===== src/design/ttx_pes_pkg.sv =====
// Shared types, constants and helpers for the teletext PES line decoder.
`timescale 1ns / 1ps
`default_nettype none

package ttx_pes_pkg;

	// Result kinds
	localparam logic [1:0] KIND_CHAR = 2'd0;
	localparam logic [1:0] KIND_PAGE = 2'd1;
	localparam logic [1:0] KIND_ERR  = 2'd2;

	// Error codes
	localparam logic [1:0] ERR_HDR_LEN  = 2'd0;
	localparam logic [1:0] ERR_STREAM   = 2'd1;
	localparam logic [1:0] ERR_LINE_LEN = 2'd2;

	// Stream constants
	localparam logic [7:0] START_ID     = 8'hBD;
	localparam logic [7:0] HDR_DATA_LEN = 8'h24;
	localparam logic [7:0] SID_MIN      = 8'h10;
	localparam logic [7:0] SID_MAX      = 8'h1F;
	localparam logic [7:0] LINE_LEN     = 8'd44;
	localparam logic [7:0] LINE_FEED    = 8'h0A;
	localparam logic [5:0] LINE_LAST    = 6'd45;
	localparam logic [5:0] SKIP_LAST    = 6'd35;
	localparam logic [3:0] MAG_WRAP     = 4'd8;

	// Division by 46 of a 17-bit value: multiply by ceil(2^22/46) and shift.
	localparam logic [16:0] DIV46_MUL   = 17'd91181;
	localparam int          DIV46_SHIFT = 22;

	localparam int RES_FIFO_DEPTH = 4;

	typedef struct packed {
		logic [1:0] kind;
		logic [7:0] char_code;
		logic [9:0] page_number;
		logic [1:0] error_code;
		logic       last;
	} result_t;

	// Bits 0,2,4,6 of a byte become bits 3,2,1,0 of a nibble.
	function automatic logic [3:0] ham_nibble(input logic [7:0] b);
		return {b[0], b[2], b[4], b[6]};
	endfunction

	localparam logic [7:0] CHAR_MAP [256] = '{
		8'h20,8'h20,8'h20,8'h20,8'h20,8'hA0,8'h60,8'hE0,
		8'h10,8'h90,8'h20,8'h50,8'h30,8'h30,8'h70,8'hF0,
		8'h08,8'h88,8'h48,8'h48,8'h28,8'h28,8'h68,8'hE8,
		8'h18,8'h98,8'h58,8'h58,8'h38,8'hB8,8'h78,8'h78,
		8'h20,8'h84,8'h44,8'h44,8'h24,8'hA4,8'h64,8'h71,
		8'h14,8'h94,8'h54,8'hD4,8'h34,8'hB4,8'h74,8'h74,
		8'h0C,8'h8C,8'h4C,8'h4C,8'h20,8'hAC,8'h6C,8'h6C,
		8'h1C,8'h9C,8'h5C,8'hDC,8'h3C,8'h3C,8'hF6,8'h20,
		8'h20,8'h82,8'h20,8'h42,8'h22,8'h27,8'h62,8'hE2,
		8'h12,8'h92,8'h52,8'hD2,8'h32,8'hB2,8'h72,8'h72,
		8'h42,8'h20,8'h4A,8'hCA,8'h2A,8'h6A,8'h6A,8'h4A,
		8'h1A,8'h9A,8'h5A,8'h5A,8'h3A,8'h3A,8'h7A,8'hFA,
		8'h06,8'h20,8'h46,8'hC6,8'h26,8'hA6,8'h66,8'h66,
		8'h16,8'h96,8'h56,8'h56,8'h36,8'h36,8'h76,8'h20,
		8'h0E,8'h8E,8'h4E,8'h4E,8'h2E,8'h2E,8'h6E,8'hEE,
		8'h1E,8'h9E,8'h5E,8'hDE,8'h3E,8'hBE,8'h7E,8'hDF,
		8'h20,8'h20,8'h41,8'h41,8'h21,8'h21,8'h61,8'hE1,
		8'h11,8'h91,8'h51,8'hD1,8'h31,8'hB1,8'h71,8'h63,
		8'h09,8'h89,8'h49,8'hC9,8'h29,8'hA9,8'h69,8'h69,
		8'h19,8'h99,8'h59,8'h59,8'h39,8'h39,8'h79,8'hF9,
		8'h05,8'h70,8'h45,8'hC5,8'h25,8'h70,8'hE9,8'h65,
		8'h15,8'h95,8'h55,8'h55,8'h35,8'h35,8'h75,8'h20,
		8'h20,8'h8D,8'h4D,8'h4D,8'h2D,8'h2D,8'h6D,8'hED,
		8'h1D,8'h20,8'hDC,8'hDD,8'h3D,8'h63,8'h7D,8'hFC,
		8'h03,8'h20,8'h43,8'h43,8'h23,8'hA3,8'h71,8'h63,
		8'h13,8'h93,8'h53,8'h53,8'h33,8'h33,8'h73,8'hF3,
		8'h20,8'h8B,8'h4B,8'h4B,8'h2B,8'h2B,8'h6B,8'hEB,
		8'h1B,8'h9B,8'h5B,8'hDB,8'h3B,8'hBB,8'h7B,8'hE4,
		8'h20,8'h87,8'h47,8'h47,8'h27,8'h27,8'h67,8'hE7,
		8'h17,8'h20,8'h57,8'h57,8'h37,8'hB7,8'h77,8'h77,
		8'h0F,8'h8F,8'h4F,8'hCF,8'h2F,8'hAF,8'hF3,8'h6F,
		8'h1F,8'h9F,8'h20,8'hDF,8'h3F,8'h3F,8'h20,8'h20
	};

endpackage

`default_nettype wire


===== src/design/ttx_pes_res_fifo.sv =====
// Result queue: takes up to two results per cycle, hands out one per word.
`timescale 1ns / 1ps
`default_nettype none

module ttx_pes_res_fifo import ttx_pes_pkg::*; #(
	parameter int Depth = RES_FIFO_DEPTH
) (
	input  wire logic    clk,
	input  wire logic    arst_n,
	input  wire logic [1:0] push_n,
	input  wire result_t push_a,
	input  wire result_t push_b,
	output logic         space_ok,
	output logic         out_valid,
	input  wire logic    out_stall,
	output result_t      out_res
);

	localparam int PW = $clog2(Depth);
	localparam int CW = $clog2(Depth + 1);

	result_t        mem [Depth];
	logic [PW-1:0]  wr_q;
	logic [PW-1:0]  rd_q;
	logic [CW-1:0]  count_q;
	logic           pop;

	assign out_valid = (count_q != '0);
	assign pop       = out_valid && !out_stall;
	assign space_ok  = (count_q <= CW'(Depth - 2));
	assign out_res   = mem[rd_q];

	always_ff @(posedge clk) begin
		if (push_n != 2'd0) begin
			mem[wr_q] <= push_a;
		end
		if (push_n == 2'd2) begin
			mem[PW'(wr_q + 1'b1)] <= push_b;
		end
	end

	always_ff @(posedge clk or negedge arst_n) begin
		if (!arst_n) begin
			wr_q    <= '0;
			rd_q    <= '0;
			count_q <= '0;
		end else begin
			wr_q    <= PW'(wr_q + PW'(push_n));
			rd_q    <= PW'(rd_q + PW'(pop));
			count_q <= CW'(count_q + CW'(push_n) - CW'(pop));
		end
	end

endmodule

`default_nettype wire


===== src/design/teletext_pes_line_decoder.sv =====
// Top level of the teletext PES line decoder: byte parser and result queue.
//
// Channel   Direction  Handshake            Word
// input     in         in_valid / in_stall  data_byte
// output    out        out_valid/out_stall  kind, char_code, page_number, error_code, last
//
// A byte is taken into an input register and parsed from there, one byte per
// cycle unless stalled. Its zero, one or two results go into a small result queue,
// so one result leaves per cycle unless out_stall is high; only the last character
// of a line gives two. The input stalls only while the queue has fewer than two
// free entries. Reset returns the parser to the start code hunt and empties the queue.
`timescale 1ns / 1ps
`default_nettype none

module teletext_pes_line_decoder import ttx_pes_pkg::*; #(
	parameter int ResDepth = RES_FIFO_DEPTH
) (
	input  wire logic       clk,
	input  wire logic       arst_n,
	input  wire logic       in_valid,
	output logic            in_stall,
	input  wire logic [7:0] data_byte,
	output logic            out_valid,
	input  wire logic       out_stall,
	output logic [1:0]      kind,
	output logic [7:0]      char_code,
	output logic [9:0]      page_number,
	output logic [1:0]      error_code,
	output logic            last
);

	typedef enum logic [2:0] {
		PH_HUNT, PH_HDR, PH_SKIP, PH_SID, PH_LINE, PH_DRAIN
	} phase_t;

	phase_t      phase_q, phase_d;
	logic [1:0]  sync_q, sync_d;
	logic [5:0]  idx_q, idx_d;
	logic [15:0] plen_q, plen_d;
	logic [10:0] lines_q, lines_d;
	logic [3:0]  mag_q, mag_d;
	logic [3:0]  row_q, row_d;
	logic [3:0]  units_q, units_d;
	logic [9:0]  page_q, page_d;
	logic [3:0]  hund_q, hund_d;
	logic        pend_q, pend_d;
	logic [11:0] quot_q;

	logic        valid_s1;
	logic [7:0]  byte_s1;
	logic        space_ok;
	logic        advance;

	logic [1:0]  push_n;
	result_t     res_a, res_b, out_res;

	logic [16:0] plen6;
	logic [33:0] prod;
	logic [2:0]  mag_raw;
	logic [3:0]  row_new;
	logic [7:0]  low;

	assign advance  = valid_s1 && space_ok;
	assign in_stall = valid_s1 && !space_ok;

	// Line count is (length + 6) / 46 less three, the quotient refreshed every cycle;
	// the length settles long before the stream id byte uses it.
	assign plen6 = {1'b0, plen_q} + 17'd6;
	assign prod  = plen6 * DIV46_MUL;

	always_comb begin
		phase_d = phase_q;
		sync_d  = sync_q;
		idx_d   = idx_q;
		plen_d  = plen_q;
		lines_d = lines_q;
		mag_d   = mag_q;
		row_d   = row_q;
		units_d = units_q;
		page_d  = page_q;
		hund_d  = hund_q;
		pend_d  = pend_q;
		push_n  = 2'd0;
		res_a   = '{kind: KIND_CHAR, char_code: 8'd0, page_number: page_q,
			error_code: ERR_HDR_LEN, last: 1'b0};
		res_b   = res_a;
		mag_raw = {byte_s1[2], byte_s1[4], byte_s1[6]};
		row_new = row_q | ham_nibble(byte_s1);
		low     = 8'(ham_nibble(byte_s1) * 8'd10) + {4'd0, units_q};
		case (phase_q)
			PH_HDR: begin
				if (idx_q == 6'd0) begin
					plen_d = {byte_s1, 8'h00};
				end else if (idx_q == 6'd1) begin
					plen_d = {plen_q[15:8], byte_s1};
				end
				if (idx_q >= 6'd4) begin
					if (byte_s1 != HDR_DATA_LEN) begin
						push_n           = 2'd1;
						res_a.kind       = KIND_ERR;
						res_a.error_code = ERR_HDR_LEN;
						phase_d          = PH_HUNT;
						sync_d           = 2'd0;
						idx_d            = 6'd0;
					end else begin
						phase_d = PH_SKIP;
						idx_d   = 6'd0;
					end
				end else begin
					idx_d = idx_q + 6'd1;
				end
			end
			PH_SKIP: begin
				if (idx_q >= SKIP_LAST) begin
					phase_d = PH_SID;
					idx_d   = 6'd0;
				end else begin
					idx_d = idx_q + 6'd1;
				end
			end
			PH_SID: begin
				if (byte_s1 < SID_MIN || byte_s1 > SID_MAX) begin
					push_n           = 2'd1;
					res_a.kind       = KIND_ERR;
					res_a.error_code = ERR_STREAM;
					phase_d          = PH_HUNT;
					sync_d           = 2'd0;
					idx_d            = 6'd0;
				end else begin
					lines_d = (quot_q > 12'd3) ? 11'(quot_q - 12'd3) : 11'd0;
					if (quot_q <= 12'd3) begin
						phase_d = PH_HUNT;
						sync_d  = 2'd0;
						idx_d   = 6'd0;
					end else begin
						phase_d = PH_LINE;
						idx_d   = 6'd0;
					end
				end
			end
			PH_LINE: begin
				if (idx_q == 6'd1 && byte_s1 != LINE_LEN) begin
					push_n           = 2'd1;
					res_a.kind       = KIND_ERR;
					res_a.error_code = ERR_LINE_LEN;
					phase_d          = PH_DRAIN;
					idx_d            = 6'd2;
				end else begin
					if (idx_q == 6'd4) begin
						mag_d = (mag_raw == 3'd0) ? MAG_WRAP : {1'b0, mag_raw};
						row_d = {3'd0, byte_s1[0]};
					end else if (idx_q == 6'd5) begin
						row_d = row_new;
						if (row_new == 4'd0 && pend_q) begin
							push_n     = 2'd1;
							res_a.kind = KIND_PAGE;
							pend_d     = 1'b0;
						end
					end else if (idx_q == 6'd6) begin
						if (row_q == 4'd0) begin
							units_d = ham_nibble(byte_s1);
						end
					end else if (idx_q == 6'd7 && row_q == 4'd0) begin
						// The hundreds digit is kept beside the page number so the
						// magazine match needs no division.
						page_d = 10'(10'(mag_q) * 10'd100) + {2'd0, low};
						hund_d = mag_q + {3'd0, (low >= 8'd100)};
					end
					if (idx_q >= 6'd7 && row_q != 4'd0 && mag_q == hund_q) begin
						push_n          = 2'd1;
						res_a.char_code = CHAR_MAP[byte_s1];
						pend_d          = 1'b1;
						if (idx_q == LINE_LAST) begin
							push_n          = 2'd2;
							res_b.char_code = LINE_FEED;
						end
					end
					if (idx_q >= LINE_LAST) begin
						idx_d   = 6'd0;
						lines_d = lines_q - 11'd1;
						if (lines_q == 11'd1) begin
							phase_d = PH_HUNT;
							sync_d  = 2'd0;
						end
					end else begin
						idx_d = idx_q + 6'd1;
					end
				end
			end
			PH_DRAIN: begin
				if (idx_q >= LINE_LAST) begin
					phase_d = PH_HUNT;
					sync_d  = 2'd0;
					idx_d   = 6'd0;
				end else begin
					idx_d = idx_q + 6'd1;
				end
			end
			default: begin
				phase_d = PH_HUNT;
				if (sync_q == 2'd3) begin
					if (byte_s1 == START_ID) begin
						phase_d = PH_HDR;
						idx_d   = 6'd0;
						sync_d  = 2'd0;
					end else begin
						sync_d = (byte_s1 == 8'd0) ? 2'd1 : 2'd0;
					end
				end else if (byte_s1 == 8'd0) begin
					sync_d = (sync_q >= 2'd2) ? 2'd2 : sync_q + 2'd1;
				end else if (byte_s1 == 8'd1 && sync_q == 2'd2) begin
					sync_d = 2'd3;
				end else begin
					sync_d = 2'd0;
				end
			end
		endcase
		if (push_n == 2'd1) begin
			res_a.last = 1'b1;
		end else if (push_n == 2'd2) begin
			res_b.last = 1'b1;
		end
		if (!advance) begin
			push_n = 2'd0;
		end
	end

	always_ff @(posedge clk) begin
		if (!in_stall && in_valid) begin
			byte_s1 <= data_byte;
		end
		quot_q <= prod[DIV46_SHIFT +: 12];
	end

	always_ff @(posedge clk or negedge arst_n) begin
		if (!arst_n) begin
			valid_s1 <= 1'b0;
			phase_q  <= PH_HUNT;
			sync_q   <= 2'd0;
			idx_q    <= 6'd0;
			plen_q   <= 16'd0;
			lines_q  <= 11'd0;
			mag_q    <= 4'd0;
			row_q    <= 4'd0;
			units_q  <= 4'd0;
			page_q   <= 10'd0;
			hund_q   <= 4'd0;
			pend_q   <= 1'b0;
		end else begin
			if (in_valid && !in_stall) begin
				valid_s1 <= 1'b1;
			end else if (advance) begin
				valid_s1 <= 1'b0;
			end
			if (advance) begin
				phase_q <= phase_d;
				sync_q  <= sync_d;
				idx_q   <= idx_d;
				plen_q  <= plen_d;
				lines_q <= lines_d;
				mag_q   <= mag_d;
				row_q   <= row_d;
				units_q <= units_d;
				page_q  <= page_d;
				hund_q  <= hund_d;
				pend_q  <= pend_d;
			end
		end
	end

	ttx_pes_res_fifo #(
		.Depth(ResDepth)
	) u_res_fifo (
		.clk       (clk),
		.arst_n    (arst_n),
		.push_n    (push_n),
		.push_a    (res_a),
		.push_b    (res_b),
		.space_ok  (space_ok),
		.out_valid (out_valid),
		.out_stall (out_stall),
		.out_res   (out_res)
	);

	assign kind        = out_res.kind;
	assign char_code   = out_res.char_code;
	assign page_number = out_res.page_number;
	assign error_code  = out_res.error_code;
	assign last        = out_res.last;

	// A held input word stays in the input register until the queue has room.
	a_hold_s1: assert property (@(posedge clk) disable iff (!arst_n)
		valid_s1 && !space_ok |=> valid_s1 && $stable(byte_s1))
		else $error("held input word lost or changed");

	// A pending page is only closed by pushing its page complete word.
	a_page_close: assert property (@(posedge clk) disable iff (!arst_n)
		$fell(pend_q) |-> $past(push_n) == 2'd1 && $past(res_a.kind) == KIND_PAGE)
		else $error("pending page dropped without a page complete word");

	// Draining a bad line always starts past the length byte and ends at its last byte.
	a_drain_idx: assert property (@(posedge clk) disable iff (!arst_n)
		phase_q == PH_DRAIN |-> idx_q >= 6'd2 && idx_q <= LINE_LAST)
		else $error("line drain index out of range");

endmodule

`default_nettype wire


===== config.mk =====
export PLATFORM = sky130hd
export DESIGN_NAME = teletext_pes_line_decoder
export DESIGN_NICKNAME = d
export VERILOG_FILES = /design/src/design/ttx_pes_pkg.sv /design/src/design/ttx_pes_res_fifo.sv /design/src/design/teletext_pes_line_decoder.sv
export SDC_FILE = /design/constraint.sdc
export NUM_CORES = 1
export LEC_CHECK = 0
export ABC_AREA = 1
export ABC_CLOCK_PERIOD_IN_PS = 7400
export BUFFER_PORTS_ARGS = -buffer_cell sky130_fd_sc_hd__buf_2
export CORE_ASPECT_RATIO = 1.75
export CORE_UTILIZATION = 55
export DETAILED_ROUTE_END_ITERATION = 6
export PLACE_DENSITY = 0.67
export SYNTH_ARGS = -nofsm -noshare
export SYNTH_HDL_FRONTEND = slang
export SYNTH_SLANG_ARGS = --single-unit
export TNS_END_PERCENT = 5

===== constraint.sdc =====
create_clock -name clk -period 7.4 [get_ports clk]
set_input_delay 0.74 -clock clk [delete_from_list [all_inputs] [get_ports clk]]
set_output_delay 0.74 -clock clk [all_outputs]
set_load 0.05 [all_outputs]

---- Word-level counts from Yosys, hierarchy flattened ----
Memory sizes are Yosys's and may differ from the RTL's.
Index checks and enable logic that the tools add are counted.
word-level totals
  register bits after elaboration ......... 93
  bits in writable memories ............... 92
  ROM bits ................................ 2048
  bits of input ports ..................... 12
  memories ................................ 2
operators by class
  add/subtract/negate cells ............... 13
  $mul .................................... 3
  order comparisons ....................... 12
  equal/unequal tests ..................... 34
  mux-type cells .......................... 84
  bitwise gates (word level) .............. 7
  reduce and logical (&&, ||, !) cells .... 41
memories
  name              depth  bits a word  read ports  clocked after memory_dff  wr ports  line                              RTL
  (name not given)  256    8            1           0                         0         teletext_pes_line_decoder.sv:171  res_a.char_code = CHAR_MAP[byte_s1];
  u_res_fifo.mem    4      23           1           0                         2         ttx_pes_res_fifo.sv:22            result_t mem [Depth];
operators with widths
  operator                  count
  $mux W8                   6
  $mux W11                  4
  $mux W2                   22
  $mux W6                   6
  $mul A17 B17 Y34 const B  1
  $pmux W6 S5               1
  $mux W4                   7
  $eq A6 B3 Y1 const B      4
  $mux W3                   8
  $mux W1                   23
  $pmux W11 S2              1
  $add A16 B3 Y17 const B   1
  $mux W16                  1
  $ne A2 B2 Y1 const B      8
  $ne A8 B6 Y1 const B      2
  $pmux W3 S5               1
  $reduce_and A7 Y1         2
  $reduce_bool A2 Y1        7
  $ge A6 B3 Y1 const B      2
  $ge A6 B6 Y1 const B      2
  $gt A12 B2 Y1 const B     1
  $le A12 B2 Y1 const B     1
  $pmux W2 S3               2
  $reduce_and A6 Y1         2
  other kinds (51)          79

---- Longest topological paths before layout ----
  word-level depth ........................ 13
  depth in mapped cells ................... 29
  mapped depth without buffers ............ 29

---- Cells and area by module ----
Synthesis repeated with hierarchy kept, for this count alone.
unflattened totals
  cell total of the unflattened synthesis .. 2269
  area total of the unflattened synthesis .. 17387.9 um^2
modules (own cells, without submodules)
  module                     times used  cells an instance  area each (um^2)
  teletext_pes_line_decoder  1           1736               12182.9
  ttx_pes_res_fifo           1           533                5205.0

---- Least setup slack after synthesis ----
OpenSTA, ideal clock, no wires.
  path kind ............................... register to register
  start ................................... register plen_q[1]
  end ..................................... register quot_q[5]
  setup time .............................. 0.127 ns
  data arrival time ....................... 5.690 ns
  data required time ...................... 7.273 ns
  setup slack ............................. 1.583 ns
  stages on the path, launching flop included .. 26
  cells stage by stage .................... dfrtp_1 > inv_1 > ha_1 > nor2_1 > nand2_1 > nor3_1 > nand4_1 > nor3_1 > xor2_1 > inv_1 > ha_1 > ha_1 > ha_1 > fa_1 > fa_1 > inv_1 > fa_1 > inv_1 > ha_1 > nand2_1 > inv_1 > a21oi_1 > o21ai_0 > a211oi_1 > o21ai_0 > xor2_1
between the ends
  longest elaborated chain between the ends .. 2
RTL lines
  what                    line                              RTL
  from (decl)             teletext_pes_line_decoder.sv:39   logic [15:0] plen_q, plen_d;
  from (signal assigned)  teletext_pes_line_decoder.sv:259  plen_q <= plen_d;
  $add A16 B3 Y17         teletext_pes_line_decoder.sv:68   assign plen6 = {1'b0, plen_q} + 17'd6;
  $mul A17 B17 Y34        teletext_pes_line_decoder.sv:69   assign prod = plen6 * DIV46_MUL;
  net prod[27]            teletext_pes_line_decoder.sv:58   logic [33:0] prod;
  to (signal assigned)    teletext_pes_line_decoder.sv:232  quot_q <= prod[DIV46_SHIFT +: 12];
  to (decl)               teletext_pes_line_decoder.sv:47   logic [11:0] quot_q;
The timed path passes the listed nets, and every way through them passes these cells.
A chain may end at the register's enable or synchronous reset.

---- Worst setup path after layout ----
  start ................................... register plen_q[3]
  end ..................................... register quot_q[3]
Same word-level chain as after synthesis.

==> qor.txt <==
Worst-Skew Late Latency - 0.46 ns
Main combinational cell family by area after synthesis - adder cells
Fillers - 2769
Sequential area share after synthesis - 28.65%
Tcrit/Tclk final - 90.52%
Avg Inst Size Synth - 7.738 sq um
Initial Util - 55.65%
Worst setup SP type - register
Hpwl dp - 36.92 mm
Clock share of power - 27.9%
Top cell type by total area after synthesis - ha_1
Post-CTS setup buffers - 0
Clock Sinks - 185
Post-CTS sizing - 0
Pin count of the biggest net entering global routing - 74
RSZ-0062 raised after global routing - no
Predominant post-synthesis flop cell - dfrtp_1
Share of layout cells above drive strength 1 - 6.804%
Distinct cells, synth - 52
Worst clock skew - 0.01134 ns
Synth Net Count - 2396
Critical Path Sink Type - register
CP Class - register to register
Post-synth ARST share - 39.46%
Via density - 5.665
Vias in the first global route - 14.43k
Global-route wire length before repair - 75.53 mm
CTS clk-pin slew, worst paths - 0.07 ns
Number of synthesized flops with an enable pin - 60
Hold crit path type - input pin to asynchronous set/reset pin
Synth Area in Simple Gates - 20.64%
Sequential power share - 35.4%
# nets final - 2408
Commonest cells post-synth - nand2_1 (394), inv_1 (333), nor2_1 (218)
GRT Total Usage - 32.52%
Final Hold Fails - 0
Initial antenna violation count - 0
Hold Buf Count CTS - 0
Gpl congestion - 0.9968
Synth Area in XOR/XNOR - 2.902%
Number of routed nets with antenna violations - 0
Drt wl/cell - 18.68 um
Worst VDD drop - 0.2571 mV
Final Core Density - 59.19%
Drt total wl - 46.94 mm
Synth Area in Adders - 24.75%
Status - complete, but fails checks
First-pass detailed-route iteration total - 7
Combinational power share - 36.7%
Reg-to-reg slack, setup - 0.70 ns
Remaining DRCs - 3
# rows - 83
Fin Setup TNS - 0 ns
H-tree levels - 4
IO Pins - 37
Max Cap Viol - 0
Number of synthesized register bits - 185
Grt total ovfl - 0
Die height - 229.7 um
Int Pwr - 1.804 mW
Synth Area in Compound Gates - 12.90%
Synth area leaders - ha_1 (16%), dfrtp_1 (11%), edfxtp_1 (11%), fa_1 (9.1%), nand2_1 (9.1%)
Max clock buf depth - 2
Port Buffers - 36
Area growth syn-to-layout - 6.357%
Die Wd - 132.1 um
Mux share of post-synthesis cell area - 0%
CTS tree - done
Worst Tran Pin Value - 1.161 ns
Synthesized instance count - 2106
N_diodes - 0
Synth top area share - 15.66%
Clock Root Buffer - clkbuf_16
Warnings from Yosys - 0
Crit-path max FO - 5
Setup-failing EPs final - 0
Pwr dens - 184.3 nW/um^2
NetSw - 1.392 mW
Worst hold margin - 0.4293 ns
Core footprint - 29290 sq um
Most common cell in the netlist - nand2_1
Slew HR - 22.03%
Post-Syn Area - 16300 sq um
Initial drt markers - 754
Failing checks - DRC
Slew Limit Fails - 0
CTS Buf Count - 17
Static Leak - 9.185 nW
Via count - 14.24k
Sw frac - 43.55%
Worst Path Arrival - 7.05 ns
DIE AREA - 30350 sq um
Fmax - 0.1493 GHz
Worst Path Required - 7.75 ns
Final worst path period need - 6.699 ns
-- layout make-up --
cell class	count	area [sq um]	share of cell area, %
multi-input cells	1508	9972	57.53
flip-flops and latches	185	4669	26.94
inverters	349	1311	7.565
well taps	382	478.0	2.758
clock buffers	17	425.4	2.454
repair buffers	57	340.3	1.963
clock inverters	15	136.4	0.7868
-- worst max-delay path: stages, from the launching register on --
cell and delay [ns]:
dfrtp_1 0.42, o21a_1 0.17, nand3_1 0.13, nor2_1 0.12, nand2_1 0.08, nor2_1 0.23
nand3_1 0.18, or2_2 0.33, xor2_1 0.39, inv_1 0.25, ha_1 0.33, ha_1 0.28
ha_1 0.30, fa_1 0.49, fa_1 0.56, inv_1 0.06, fa_1 0.53, inv_1 0.04
ha_1 0.35, nand2_1 0.18, inv_1 0.06, a21oi_1 0.28, a21boi_0 0.42, a21boi_0 0.20
o21bai_1 0.15, nand2_1 0.06
-- power groups by stage --
stage	Combinational, mW	Sequential [mW]	Clock, mW
2_1_floorplan	0.865	1.12	0
3_3_place_gp	1.16	1.15	0
3_5_place_dp	1.16	1.15	0
4_1_cts	1.16	1.13	0.902
5_1_grt	1.27	1.14	0.938
6_report	1.17	1.13	0.892
-- state kept, by name (all words and copies together) (netlist names) --
name and flops:
phase_q 3, page_q 10, u_res_fifo.wr_q 2, units_q 4
byte_s1 8, row_q 4, u_res_fifo.count_q 3, hund_q 4
mag_q 4, plen_q 16, u_res_fifo.mem 92, u_res_fifo.rd_q 2
quot_q 12, lines_q 11, valid_s1 1, idx_q 6
pend_q 1, sync_q 2
-- layout by cell type (no fill, tap or decap), drive strengths merged, types with 2 or more instances in the layout --
cell type and count:
a21boi 5, a21o 5, a21oi 133, a31oi 5, a32oi 2, buf 57
clkbuf 17, clkinv 13, dfrtp 73, dfxtp 52, edfxtp 60, fa 74
ha 204, inv 350, nand2 407, nand3 114, nand3b 4, nand4 18
nor2 226, nor3 22, nor4 4, o2111ai 3, o211ai 8, o21a 3
o21ai 170, o21bai 7, o221ai 2, o22ai 25, o31ai 3, or2 4
xnor2 16, xor2 38
-- stage by stage --
stage          power [mW]  std cells  instance area, sq um  setup slack [ns]
6_report            3.195       2513                 17330            0.7013
3_5_place_dp        2.313       2481                 16770            0.7420
3_3_place_gp        2.308       2481                 16770            0.7889
2_1_floorplan       1.984       2106                 16300             1.583
4_1_cts             3.196       2513                 17330            0.6991
5_1_grt             3.347       2513                 17330            0.2288
-- path summary, 6_finish.rpt --
check	cells past startpoint	startpoint	endpoint
max	25	plen_q[3]	quot_q[3]
min	1	arst_n	lines_q[0]
max reg2reg	25	plen_q[3]	quot_q[3]
min reg2reg	2	u_res_fifo.mem[1][2]	u_res_fifo.mem[1][2]
max in group asynchronous	1	arst_n	plen_q[9]
min in group clk	1	data_byte[4]	byte_s1[4]
-- cells by family after synthesis --
kind of cell             after synthesis
buffers and inverters                413
flip-flops                           185
AND/OR/NAND/NOR                      799
AO/OA/AOI/OAI                        377
adder cells (fa/ha/maj)              278
XOR/XNOR                              54
-- routing by layer --
layer  GRT usage, %  part of all wire, %
met1          30.86                   34
met2          64.78                   57
met3          4.145                  3.4
met4          19.84                  5.9
met5              0                    0
Note: power is estimated with default switching activity, not from simulation.
